File: src/cti_pkg.sv
// Shared types and constants for the calibration table interpolator.
package cti_pkg;

  // Configuration register indexes
  localparam logic [2:0] CFG_TABLE_ENABLE    = 3'd0;
  localparam logic [2:0] CFG_EMPTY_THRESHOLD = 3'd1;
  localparam logic [2:0] CFG_FRAC_SHIFT      = 3'd2;
  localparam logic [2:0] CFG_GAIN            = 3'd3;
  localparam logic [2:0] CFG_POINT_COUNT     = 3'd4;

  // Input kinds
  localparam logic KIND_LOAD    = 1'b0;
  localparam logic KIND_CONVERT = 1'b1;

  // Result path codes
  typedef enum logic [2:0] {
    PATH_RAW    = 3'd0,
    PATH_EMPTY  = 3'd1,
    PATH_TOP    = 3'd2,
    PATH_BOTTOM = 3'd3,
    PATH_INTERP = 3'd4,
    PATH_SAT    = 3'd5
  } path_e;

  // Item class decided by the front end
  typedef enum logic [1:0] {
    OP_LOAD  = 2'd0,
    OP_RAW   = 2'd1,
    OP_EMPTY = 2'd2,
    OP_TABLE = 2'd3
  } op_e;

  // Queue entry: reading carries the scaled sample for table conversions,
  // value carries the pass-through level for raw conversions
  typedef struct packed {
    op_e         op;
    logic [4:0]  index;
    logic [30:0] reading;
    logic [31:0] value;
  } entry_t;

  // One table point
  typedef struct packed {
    logic [30:0] reading;
    logic [31:0] value;
  } point_t;

  // Back-end sequencer states
  typedef enum logic [3:0] {
    B_IDLE,
    B_FETCH,
    B_CHECK,
    B_MULLO,
    B_MULHI,
    B_DINIT,
    B_DIV,
    B_SUM,
    B_SCALE,
    B_SHIFT,
    B_OUT
  } bstate_e;

endpackage

File: src/cti_front.sv
// Front end: accepts input items and classifies them into queue entries.
module cti_front (
  input  logic               in_valid_i,
  output logic               in_ready_o,
  input  logic               kind_i,
  input  logic [4:0]         point_index_i,
  input  logic [30:0]        point_reading_i,
  input  logic [31:0]        point_value_i,
  input  logic [15:0]        raw_sample_i,
  input  logic               table_enable_i,
  input  logic [15:0]        empty_threshold_i,
  input  logic [3:0]         frac_shift_i,
  input  logic               q_full_i,
  output logic               q_push_o,
  output cti_pkg::entry_t    q_data_o
);
  import cti_pkg::*;

  // Transfer happens whenever the queue has room
  assign in_ready_o = !q_full_i;
  assign q_push_o   = in_valid_i && !q_full_i;

  // Classify the item
  always_comb begin
    q_data_o.index   = point_index_i;
    q_data_o.reading = point_reading_i;
    q_data_o.value   = point_value_i;
    if (kind_i == KIND_LOAD) begin
      q_data_o.op = OP_LOAD;
    end else if (!table_enable_i) begin
      q_data_o.op    = OP_RAW;
      q_data_o.value = {16'h0000, raw_sample_i};
    end else if (raw_sample_i >= empty_threshold_i) begin
      q_data_o.op    = OP_EMPTY;
      q_data_o.value = 32'h0;
    end else begin
      q_data_o.op      = OP_TABLE;
      q_data_o.reading = 31'(raw_sample_i) << frac_shift_i;
    end
  end

endmodule

File: config.mk
export PLATFORM = sky130hd
export DESIGN_NAME = cti_front
export DESIGN_NICKNAME = d
export VERILOG_FILES = /design/src/cti_pkg.sv /design/src/cti_front.sv
export SDC_FILE = /design/constraint.sdc
export NUM_CORES = 1
export LEC_CHECK = 0
export ABC_AREA = 0
export BUFFER_PORTS_ARGS = -buffer_cell sky130_fd_sc_hd__buf_4
export CELL_PAD_IN_SITES_DETAIL_PLACEMENT = 0
export CELL_PAD_IN_SITES_GLOBAL_PLACEMENT = 1
export CORE_ASPECT_RATIO = 2
export CORE_UTILIZATION = 29
export DETAILED_ROUTE_END_ITERATION = 16
export GPL_ROUTABILITY_DRIVEN = 0
export PLACE_DENSITY_LB_ADDON = 0.1
export SETUP_SLACK_MARGIN = 0.1
export SYNTH_ARGS = -nofsm -noshare
export SYNTH_HDL_FRONTEND = slang
export SYNTH_SLANG_ARGS = --single-unit
export TNS_END_PERCENT = 30
File: constraint.sdc
create_clock -name vclk -period 5.97
set_input_delay 0.8955 -clock vclk [all_inputs]
set_output_delay 0.8955 -clock vclk [all_outputs]
set_load 0.05 [all_outputs]
Word level (Yosys, flattened, before mapping)
Cells that the tools add are included.
- equality and inequality tests: 0
- multiply operators: 0
- reductions and logical operators: 2
- $add $sub $neg: 0
- div/mod/pow operators: 0
- magnitude comparators: 1
- bitwise operators: 0
- muxes and demuxes: 8
- shift-type cells: 1
- operators by type and width (operator ; number):
    $mux 32 ; 2
    $mux 63 ; 1
    $mux 31 ; 2
    $shl 16x4->31 ; 1
    $ge 16x16->1 ; 1
    $mux 2 ; 2
    $logic_and 1x1->1 ; 1
    $logic_not 1->1 ; 1
    $mux 1 ; 1
- bits in read-only memories: 0
- memories kept: 0
- bits in latches: 0
- input port bits: 108
- RAM bits: 0
- output and inout bits: 72
- register bits: 0

Logic depth before layout (Yosys ltp)
- depth after elaboration: 4
- gate-level depth with buffers: 8
- depth with buffers taken out: 7

Least setup slack after synthesis
OpenSTA, ideal clock, no wires.
- path type: in2out
- start: in empty_threshold_i[7]
- end: out q_data_o[44] (netlist bit)
- cell stages on the path: 8
- path slack: 1.870 ns
- required time: 5.075 ns
- data arrival time: 3.205 ns
- buffers on the path: 1
- cells stage by stage: inv_1 ha_1 and3_4 a221o_1 a221oi_4 nand4_4 buf_6 mux2i_1
- RTL lines (what ; RTL line ; text):
    start: declaration ; cti_front.sv:11 ; input logic [15:0] empty_threshold_i,
    end: declaration ; cti_front.sv:15 ; output cti_pkg::entry_t q_data_o

==> metrics <==
run status completed; VDD IR max 0.0000552 V; diode count 0; Slew @ Worst Pin around 1.1 ns; hold slack approximately 1.8 ns; Seq. cell area 0 um2; placed cell areas approximately 3400 um2; Lkg Pwr 1.86 nW; area growth from synthesis to layout 59.0%; clock buf count 0; synth unique cells 36; die width 62.3 um; starting density of the core 0.302; DP Wirelength 6030 um; vias post-DR roughly 2,400; # setup viols final 0; post-route antenna net violation count 0; met2 global-route usage 0.348; mean routed wirelength per cell 14.0 um; routed vias/inst between 4 and 5; Post-CTS Setup Inserts 0; multi-input logic area ~1900 um2; IO Count 180; most common cell after layout, fill and taps aside buf_4; die height 123 um; worst endpoint required time 5.07 ns; Post-CTS Hold Fix Bufs 0; worst setup margin approximately 1.5 ns; Synthesized Nets 380; Arr. time, crit path 3.59 ns; largest net degree at the start of global routing 33; Final Cell Area about 3400 um2; dominant cell type by area after synthesis mux2_4; synthesized instance count 256; Max-Cap Viols 0; DR iter-0 viols 52; Slew Limit Fails 0; final wirelength 6910 um; Tot Pwr 0.421 mW; nature of the critical path endpoint primary output; crit path max fanout 31; core area 6990 um2; Setup WS pre-CTS 1.47 ns; power density cells 125 nW/um2; first-pass GRT wire length 10,600 um; Fmax around 0.22 GHz; final hold vios 0; GRT Residual Overflow 0; final cell count without fillers 493; DRC viols 0; Synth Area per Inst 8.24 um2; initial antenna violation count 0; worst min path class in2out; Max transition margin 0.269; RSZ-0062 raised after global routing no; most frequent cells in the layout buf_4, inv_1, mux2i_1, mux2_4, nand2_1; die area 7640 um2; Tot GR Track Use 0.167; met1 Use GR 0.179; share of the synthesized area in the top cell type 0.157; dpl cells ~500; critical path class in2out; Tmin final 4.48 ns; Seq cells 0; Seq/Total Area, Yosys 0; crit share post-route 0.751; peak-usage layer in the global routing report met2; TNS Setup 0 ns; Worst Setup Start Kind input port; # rows between 40 and 50; post-CTS sizing 0; Synth warnings 0; IO buf count 170; final core utilization 0.480; met3 Use GR 0.0167; layout cells sized above 1 0.541; DR pass1 iterations 4; Fill cells 747; Syn Std Cell Area 2110 um2; vias in the first global route 2,298; final net count 529; Area contributors post-synth mux2_4, mux2i_1, ha_1
worst max-delay path, stage by stage:
cell and delay (ns):
buf_4 0.14, ha_1 0.31, and3_4 0.18, a221o_1 0.38
a221oi_4 0.33, nand4_4 0.62, mux2_4 0.53, buf_4 0.19
per-layer routing:
metal,share of wire,routed length (um),up-vias
li1,-,-,1211
met1,0.35,2410,1079
met2,0.58,3980,102
met3,0.060,414,6
met4,0.014,97,0
met5,0,0,-
kinds of logic after synthesis:
family | after synthesis | synth area share
simple gates | 69 | 0.176
fa+ha+maj | 16 | 0.0949
mux | 68 | 0.429
compound gates | 51 | 0.181
buf+inv | 52 | 0.120
synth_stat cells:
cell        n
mux2_4     22
o2bb2ai_1   3
o21ai_0     9
a21o_1      1
buf_6       4
clkbuf_2    1
a21oi_1    11
nor4_4      1
mux2i_1    27
o22ai_1     4
or3_1       1
buf_2       3
and3_4      1
or2_2       1
nand3_1     2
buf_4       6
nand4_4     1
nand2b_1    1
mux2_2     11
a221oi_4    1
a31oi_1     2
a221o_1     1
inv_1      29
nor3_1      5
a41o_1      1
clkbuf_1    6
mux4_2      8
and2_1     19
buf_1       3
nand2_1    21
nor2b_1     2
nor2_1     14
ha_1       16
a22o_1     16
a31o_2      1
o2111ai_2   1
final cells by class:
type	instances	share of cell area
multi-input cells	204	0.554
repair buffers	170	0.380
well taps	90	0.0336
inverters	29	0.0325
worst paths after layout:
kind	from	end	slack (ns)	cells past startpoint
worst max-delay path	raw_sample_i[7]	q_data_o[40]	1.49	8
worst min-delay path	point_index_i[0]	q_data_o[63]	1.79	0
report_power, final:
part,internal (mW),switching [mW],leakage (nW)
Clock,0,0,0
Sequential,0,0,0
Combinational,0.172,0.249,1.86
Power figures use the tool's default switching activity.
