==> config.mk <==
export PLATFORM = sky130hd
export DESIGN_NAME = cti_fifo
export DESIGN_NICKNAME = d
export VERILOG_FILES = /design/src/cti_pkg.sv /design/src/cti_fifo.sv
export SDC_FILE = /design/constraint.sdc
export NUM_CORES = 1
export LEC_CHECK = 0
export BUFFER_PORTS_ARGS = -buffer_cell sky130_fd_sc_hd__buf_2
export CAP_MARGIN = 20
export CORE_MARGIN = 3
export CORE_UTILIZATION = 29
export CTS_CLUSTER_SIZE = 10
export DETAILED_ROUTE_END_ITERATION = 7
export PLACE_DENSITY = 0.51
export SLEW_MARGIN = 10
export SYNTH_ARGS = -nofsm -noshare
export SYNTH_HDL_FRONTEND = slang
export SYNTH_SLANG_ARGS = --single-unit
==> constraint.sdc <==
create_clock -name clk_i -period 4.2 [get_ports clk_i]
set_input_delay 0.21 -clock clk_i [delete_from_list [all_inputs] [get_ports clk_i]]
set_output_delay 0.21 -clock clk_i [all_outputs]
set_load 0.01 [all_outputs]
==> src/cti_pkg.sv <==
// Shared types and constants for the calibration table interpolator.
package cti_pkg;

  // Configuration register indexes
  localparam logic [2:0] CFG_TABLE_ENABLE    = 3'd0;
  localparam logic [2:0] CFG_EMPTY_THRESHOLD = 3'd1;
  localparam logic [2:0] CFG_FRAC_SHIFT      = 3'd2;
  localparam logic [2:0] CFG_GAIN            = 3'd3;
  localparam logic [2:0] CFG_POINT_COUNT     = 3'd4;

  // Input kinds
  localparam logic KIND_LOAD    = 1'b0;
  localparam logic KIND_CONVERT = 1'b1;

  // Result path codes
  typedef enum logic [2:0] {
    PATH_RAW    = 3'd0,
    PATH_EMPTY  = 3'd1,
    PATH_TOP    = 3'd2,
    PATH_BOTTOM = 3'd3,
    PATH_INTERP = 3'd4,
    PATH_SAT    = 3'd5
  } path_e;

  // Item class decided by the front end
  typedef enum logic [1:0] {
    OP_LOAD  = 2'd0,
    OP_RAW   = 2'd1,
    OP_EMPTY = 2'd2,
    OP_TABLE = 2'd3
  } op_e;

  // Queue entry: reading carries the scaled sample for table conversions,
  // value carries the pass-through level for raw conversions
  typedef struct packed {
    op_e         op;
    logic [4:0]  index;
    logic [30:0] reading;
    logic [31:0] value;
  } entry_t;

  // One table point
  typedef struct packed {
    logic [30:0] reading;
    logic [31:0] value;
  } point_t;

  // Back-end sequencer states
  typedef enum logic [3:0] {
    B_IDLE,
    B_FETCH,
    B_CHECK,
    B_MULLO,
    B_MULHI,
    B_DINIT,
    B_DIV,
    B_SUM,
    B_SCALE,
    B_SHIFT,
    B_OUT
  } bstate_e;

endpackage

==> src/cti_fifo.sv <==
// Two-entry queue between the front end and the back end.
module cti_fifo (
  input  logic            clk_i,
  input  logic            rst_ni,
  input  logic            push_i,
  input  cti_pkg::entry_t push_data_i,
  output logic            full_o,
  input  logic            pop_i,
  output logic            valid_o,
  output cti_pkg::entry_t head_o
);
  import cti_pkg::*;

  entry_t     mem_q [2];
  logic       wptr_q, rptr_q;
  logic [1:0] cnt_q;

  assign full_o  = cnt_q == 2'd2;
  assign valid_o = cnt_q != 2'd0;
  assign head_o  = mem_q[rptr_q];

  // Storage
  always_ff @(posedge clk_i) begin
    if (push_i) begin
      mem_q[wptr_q] <= push_data_i;
    end
  end

  // Pointers and fill count
  always_ff @(posedge clk_i or negedge rst_ni) begin
    if (!rst_ni) begin
      wptr_q <= 1'b0;
      rptr_q <= 1'b0;
      cnt_q  <= 2'd0;
    end else begin
      if (push_i) wptr_q <= !wptr_q;
      if (pop_i)  rptr_q <= !rptr_q;
      if (push_i && !pop_i) cnt_q <= cnt_q + 2'd1;
      else if (pop_i && !push_i) cnt_q <= cnt_q - 2'd1;
    end
  end

endmodule

# --- Word level (Yosys, flattened, before mapping) ---
# Memories as Yosys holds them, arrays and structs flattened.
# Index checks and enable logic that the tools add are counted.
word_totals:
  in_bits: 74
  wordCells: 19
  ramBits: 140
  memories: 1
  regBits: 4
op_classes:
  n_eq_ne: 1
  n_mux: 4
  add_sub_neg: 2
  n_reduce_logical: 8
memory_table:
  columns: ["name", "depth", "word_bits", "rd", "rd_clocked_by_memory_dff", "wr", "line", "rtl"]
  rows:
  - ["mem_q", 2, 70, 1, 0, 1, "cti_fifo.sv:14", "entry_t mem_q [2];"]
ops:
  columns: ["cell", "n"]
  rows:
  - ["$logic_not 1->1", 4]
  - ["$mux 2", 2]
  - ["$reduce_bool 2->1", 2]
  - ["$add 2x1->2 const B", 1]
  - ["$eq 2x2->1 const B", 1]
  - ["$logic_and 1x1->1", 2]
  - ["$mux 1", 2]
  - ["$sub 2x1->2 const B", 1]

# --- Longest topological paths before layout ---
# Gate-level depths: netlist of run 1.
depth:
  word_depth: 4
  depth_mapped: 5
  ltp_nobuf: 5

# --- Worst setup path after synthesis of run 1 ---
# Ideal clock, no wire load.
synth_timing:
  path_kind: "register -> register"
  from: "register wptr_q"
  to: "memory mem_q[0][0] in the netlist's numbering, enable pin"
  required_time_ps: 3693
  synth_period_minus_slack_ps: 4018
  arrival_ps: 3511
  setup_slack_ps: 182
  setup_time_ps: 507
  path_stages_with_launch: 2
  cell_sequence: "dfrtp_1 > nor2b_1"
synth_rtl:
  columns: ["item", "line", "rtl"]
  rows:
  - ["from (decl)", "cti_fifo.sv:15", "logic wptr_q, rptr_q;"]
  - ["from (signal assigned)", "cti_fifo.sv:36", "if (push_i) wptr_q <= !wptr_q;"]
  - ["to (decl)", "cti_fifo.sv:14", null]
# No word-level cell before the write port.

==> impl_metrics.env, run 1 <==
export IMPL_rows=50
export IMPL_synth_cell_types=14
export IMPL_rsz0062_at_grt="no"
export IMPL_finalHoldViolations=0
export IMPL_p_leak_nw=3.17
export IMPL_cap_violations=0
export IMPL_setup_violations_final=0
export IMPL_ctsHoldBuffers=72
export IMPL_post_route_period_util=0.568
export IMPL_tns_ns=0
export IMPL_outcome="finished, final reports clean"
export IMPL_synth_common_cells="edfxtp_1, mux2_4, buf_12"
export IMPL_synthArstFlopShare=0.0278
export IMPL_cp_required_ns=3.99
export IMPL_power_mw=5.01
export IMPL_vias=2947
export IMPL_synthAdderAreaFrac=0.00224
export IMPL_yosysSeqAreaShare=0.770
export IMPL_wirelength_um=10500
export IMPL_grt_pass1_wl_um=15800
export IMPL_relSlewSlack=0.313
export IMPL_start_util=0.297
export IMPL_ios=146
export IMPL_synth_top_family_by_area="multiplexers"
export IMPL_reg2reg_depth=1
export IMPL_gp_congestion=0.633
export IMPL_nNetsFinal=541
export IMPL_ant_nets=0
export IMPL_period_minus_slack_ns=2.39
export IMPL_final_area_um2=7870
export IMPL_place_inst=634
export IMPL_p_per_area_nw_per_um2=637
export IMPL_cts_resized=0
export IMPL_area_delta_synth_final_pct=40.8
export IMPL_cts_clk_slew_worst_paths_ns=0.06
export IMPL_grt_overflow=0
export IMPL_ys_flop_type="edfxtp_1"
export IMPL_clock_skew_ns=0.00553
export IMPL_endpoint_kind="output port"
export IMPL_syn_nets=309
export IMPL_grt_pass1_vias=3118
export IMPL_slew_viol_final=0
export IMPL_ys_warnings_count=0
export IMPL_synth_compound_area_frac=0
export IMPL_synthSimpleGateAreaFrac=0.00515
export IMPL_path_max_fanout=27
export IMPL_fill_cells=1726
export IMPL_fin_cells=740
export IMPL_synth_edf_count=140
export IMPL_hold_class="input port to register"
export IMPL_r2r_start="wptr_q"
export IMPL_cp_depth=3
export IMPL_wl_per_cell_um=14.2
export IMPL_wl_met2_um=5110
export IMPL_place_area_um2=6540
export IMPL_yosysTopAreaCellShare=0.752
export IMPL_die_width_um=145
export IMPL_globalRouteTotalUtil=0.100
export IMPL_tightest_slew_ns=1.03
export IMPL_crit_path_top_delay_cell="dfrtp_4"
export IMPL_wl_met1_um=4590
export IMPL_avgViaCountPerCell=3.98
export IMPL_die_h_um=145
export IMPL_cts_root_buf="clkbuf_16"
export IMPL_post_cts_buffers=0
export IMPL_yosys_register_bits=144
export IMPL_endpoint="head_o[38]"
export IMPL_core_area_um2=18800
export IMPL_clock_sinks=144
export IMPL_synth_most_common_cell="edfxtp_1"
export IMPL_dp_hpwl_um=6530
export IMPL_drc=0
export IMPL_synth_mux_area_frac=0.187
export IMPL_routed_top_layer="met4"
export IMPL_fmax_ghz=0.419
export IMPL_synth_xor_area_frac=0.00783
export IMPL_worstSetupPathType="register to output port"
export IMPL_cp_start_kind="register"
export IMPL_critPathTopFamily="flip-flops"
export IMPL_clockBufferDepth=2
export IMPL_ys_top_cells_by_area="edfxtp_1, mux2_4, buf_12"
export IMPL_r2r_slack_ns=2.48
export IMPL_portBuffers=145
export IMPL_drive_above_1_share=0.528
export IMPL_dieArea_um2=21000
export IMPL_grt_max_degree=71
export IMPL_cts_buffers=17
export IMPL_drtPass1Iterations=4
export IMPL_clkLatencyLatePin_ns=0.41
export IMPL_slowest_delay_ns=0.71
export IMPL_cp_num_buf_inv=2
export IMPL_antenna_found_initial=1
export IMPL_r2r_end="mem_q[1][38]"
export IMPL_drt_first_iter_violations=97
export IMPL_synth_avg_cell_area_um2=23.9
export IMPL_crit_start="rptr_q"
export IMPL_met3_length_um=672
export IMPL_path_cells="buf_4 -> mux2_4 -> buf_2"
export IMPL_syn_inst=234
export IMPL_h_tree_depth=4
export IMPL_arrival_ns=2.18
export IMPL_cts_tree="done"
export IMPL_vdd_drop_max_v=0.000383
export IMPL_yosysTopAreaCell="edfxtp_1"
export IMPL_syn_area_um2=5590
stage by stage:
stage               hold WS (ns)   util  setup slack, ns
floorplan                -0.0856      -            0.182
global placement          0.0211  0.347             2.19
detailed placement        0.0242  0.347             2.20
CTS                      0.00604  0.417             1.73
global route              0.0151  0.418             1.68
finish                    0.0356  0.418             1.81
flip-flops by register name (all words and copies together) (netlist names):
name / count
cnt_q: 2
mem_q: 140
rptr_q: 1
wptr_q: 1
routing by layer:
metal,vias to the layer above,track usage
met2,95,0.161
li1,1394,-
met3,11,0.0368
met5,-,0
met1,1447,0.121
met4,0,0.0457
area by class of cell:
class                      count  area [um^2]  share of cell area
sequential                   144         4310               0.547
timing repair buffer         221         1500               0.191
multi-input combinational     81         1140               0.145
clock buffer                  17          425              0.0540
tap                          260          325              0.0413
clock inverter                15          165              0.0210
inverter                       1         3.75            0.000477
antenna                        1         2.50            0.000318
how the worst min path moves through the flow:
stage | startpoint | end | slack [ns] | cells past startpoint
CTS | push_i | wptr_q | 0.006 | 2
floorplan | rst_ni | cnt_q[0] | -0.09 | 0
finish | push_i | wptr_q | 0.04 | 2
global placement | rst_ni | cnt_q[1] | 0.02 | 1
global route | push_i | wptr_q | 0.02 | 2
detailed placement | rst_ni | cnt_q[1] | 0.02 | 1
cells in the final DEF (no fill, tap or decap), types with 2 or more instances in the layout:
cell	n
buf_2	145
dlygate4sd3_1	72
clkinv_1	2
mux2_4	69
buf_4	2
bufinv_16	3
xor2_1	4
edfxtp_1	140
clkbuf_16	17
buf_12	2
clkinv_2	5
dfrtp_1	3
inv_6	3
logic make-up (layout without fill, tap and decap cells):
kind of cell / Yosys count / in the layout
DFF: 144 / 144
muxes: 70 / 70
buffers and inverters: 9 / 254
xor gates and xnor gates: 5 / 5
and+or+nand+nor: 5 / 5
adders and majority gates: 1 / 1
other: 0 / 1
power by group:
part | internal, mW | switching (mW) | total, mW
combinational | 0.793 | 0.671 | 1.46
sequential | 1.91 | 0.133 | 2.05
clock | 0.930 | 0.573 | 1.50
Power figures use the tool's default switching activity.
==> inputs of run 2 (changes only) <==
- PLACE_DENSITY: 0.51 -> 0.49
- clock period: 4.2 -> 2.2 ns (I/O delays scaled with it)
==> impl_metrics.env, run 2 (synthesis gave the netlist of run 1 again) <==
export IMPL_rsz0062_at_grt="no"
export IMPL_finalHoldViolations=0
export IMPL_ios=146
export IMPL_grt_max_degree=38
export IMPL_path_max_fanout=15
export IMPL_tightest_slew_ns=0.541
export IMPL_clockBufferDepth=2
export IMPL_fmax_ghz=0.529
export IMPL_clkLatencyLatePin_ns=0.41
export IMPL_drive_above_1_share=0.530
export IMPL_nNetsFinal=545
export IMPL_layout_commonest_cell="buf_2"
export IMPL_clock_sinks=144
export IMPL_tns_ns=0
export IMPL_clock_skew_ns=0.00504
export IMPL_ant_nets=0
export IMPL_wl_per_cell_um=14.5
export IMPL_endpoint_kind="output port"
export IMPL_core_area_um2=18800
export IMPL_dp_hpwl_um=6830
export IMPL_avgViaCountPerCell=3.96
export IMPL_fin_util=0.422
export IMPL_post_route_period_util=0.859
export IMPL_antenna_found_initial=0
export IMPL_diodes=0
export IMPL_relSlewSlack=0.640
export IMPL_area_delta_synth_final_pct=42.1
export IMPL_cp_start_kind="register"
export IMPL_slew_viol_final=0
export IMPL_grt_overflow=0
export IMPL_place_inst=638
export IMPL_period_minus_slack_ns=1.89
export IMPL_cts_buffers=17
export IMPL_cts_resized=0
export IMPL_cp_required_ns=2.09
export IMPL_h_tree_depth=4
export IMPL_dieArea_um2=21000
export IMPL_largest_reg_flops=140
export IMPL_outcome="finished, final reports clean"
export IMPL_fin_cells=743
export IMPL_grt_pass1_vias=3150
export IMPL_final_cell_mix="buf_2, edfxtp_1, dlygate4sd3_1"
export IMPL_wirelength_um=10800
export IMPL_timing_hold_ws_ns=0.0317
export IMPL_die_h_um=145
export IMPL_portBuffers=145
export IMPL_arrival_ns=1.78
export IMPL_cts_root_buf="clkbuf_16"
export IMPL_drtPass1Iterations=4
export IMPL_rows=50
export IMPL_vias=2941
export IMPL_die_width_um=145
export IMPL_drt_first_iter_violations=110
export IMPL_top_regs="mem_q: 140 flops, cnt_q: 2 flops"
export IMPL_globalRouteTotalUtil=0.104
export IMPL_p_leak_nw=3.21
export IMPL_setup_violations_final=0
export IMPL_grt_pass1_wl_um=16200
export IMPL_hold_class="input port to asynchronous set/reset pin"
export IMPL_p_per_area_nw_per_um2=1230
export IMPL_cts_clk_slew_worst_paths_ns=0.06
export IMPL_cts_tree="done"
export IMPL_gp_congestion=0.662
export IMPL_drc=0
export IMPL_start_util=0.297
export IMPL_vdd_drop_max_v=0.000570
export IMPL_top_register="mem_q"
export IMPL_power_mw=9.78
export IMPL_cap_violations=0
export IMPL_worstSetupPathType="register to output port"
run 2: changes by cell type in the layout (fill, tap and decap cells not counted), sizes merged:
cell,delta
buf,+3
bufinv,+1
clkbuf,+1
diode,-1
dlygate4sd3,+1
inv,-2
run 2: worst max-delay path, cell delays in order, from the launching register on:
cell     delay (ns)
dfrtp_4        0.55
buf_4          0.34
mux2_4         0.33
buf_2          0.14
run 2: final timing paths:
kind,start,endpoint,slack (ns),depth (start not counted)
worst max-delay path,rptr_q,head_o[31],0.31,3
worst min-delay path,rst_ni,cnt_q[1],0.03,2
worst max register to register,wptr_q,mem_q[1][13],0.80,2
worst min register to register,cnt_q[1],cnt_q[1],0.48,1
max in group asynchronous,rst_ni,rptr_q,2.04,2
min in group clk_i,push_data_i[36],mem_q[1][36],0.42,2
run 2: final cells by class:
class / instances / area, um^2
fillers: 1714 / 10900
flip-flops and latches: 144 / 4310
repair buffers: 225 / 1550
multi-input cells: 81 / 1140
clock buffers: 18 / 429
well taps: 260 / 325
clock inverters: 14 / 190
inverters: 1 / 3.75
run 2: timing repair:
action,4_1_cts,5_1_grt
setup buffers,0,0
hold buffers,73,0
endpoints found under the hold margin,146,0
run 2: stage by stage:
stage                     setup slack (ns)  instance area (um^2)
after floorplan                      0.314                  5600
after global placement               0.743                  6600
after detailed placement             0.724                  6600
after CTS                            0.260                  7950
after global routing                 0.231                  7950
final                                0.311                  7950
run 2: report_power, final:
| part | internal (mW) | switching [mW] |
|---|---|---|
| clock | 1.90 | 1.11 |
| combinational | 1.57 | 1.37 |
| sequential | 3.65 | 0.187 |
| total | 7.11 | 2.67 |
run 2: routing by layer:
layer	vias up	global-route usage	part of all wire
met1	1432	0.120	0.43
met4	0	0.0501	0.013
met2	97	0.173	0.50
met3	12	0.0345	0.054
li1	1400	-	-
met5	-	0	0
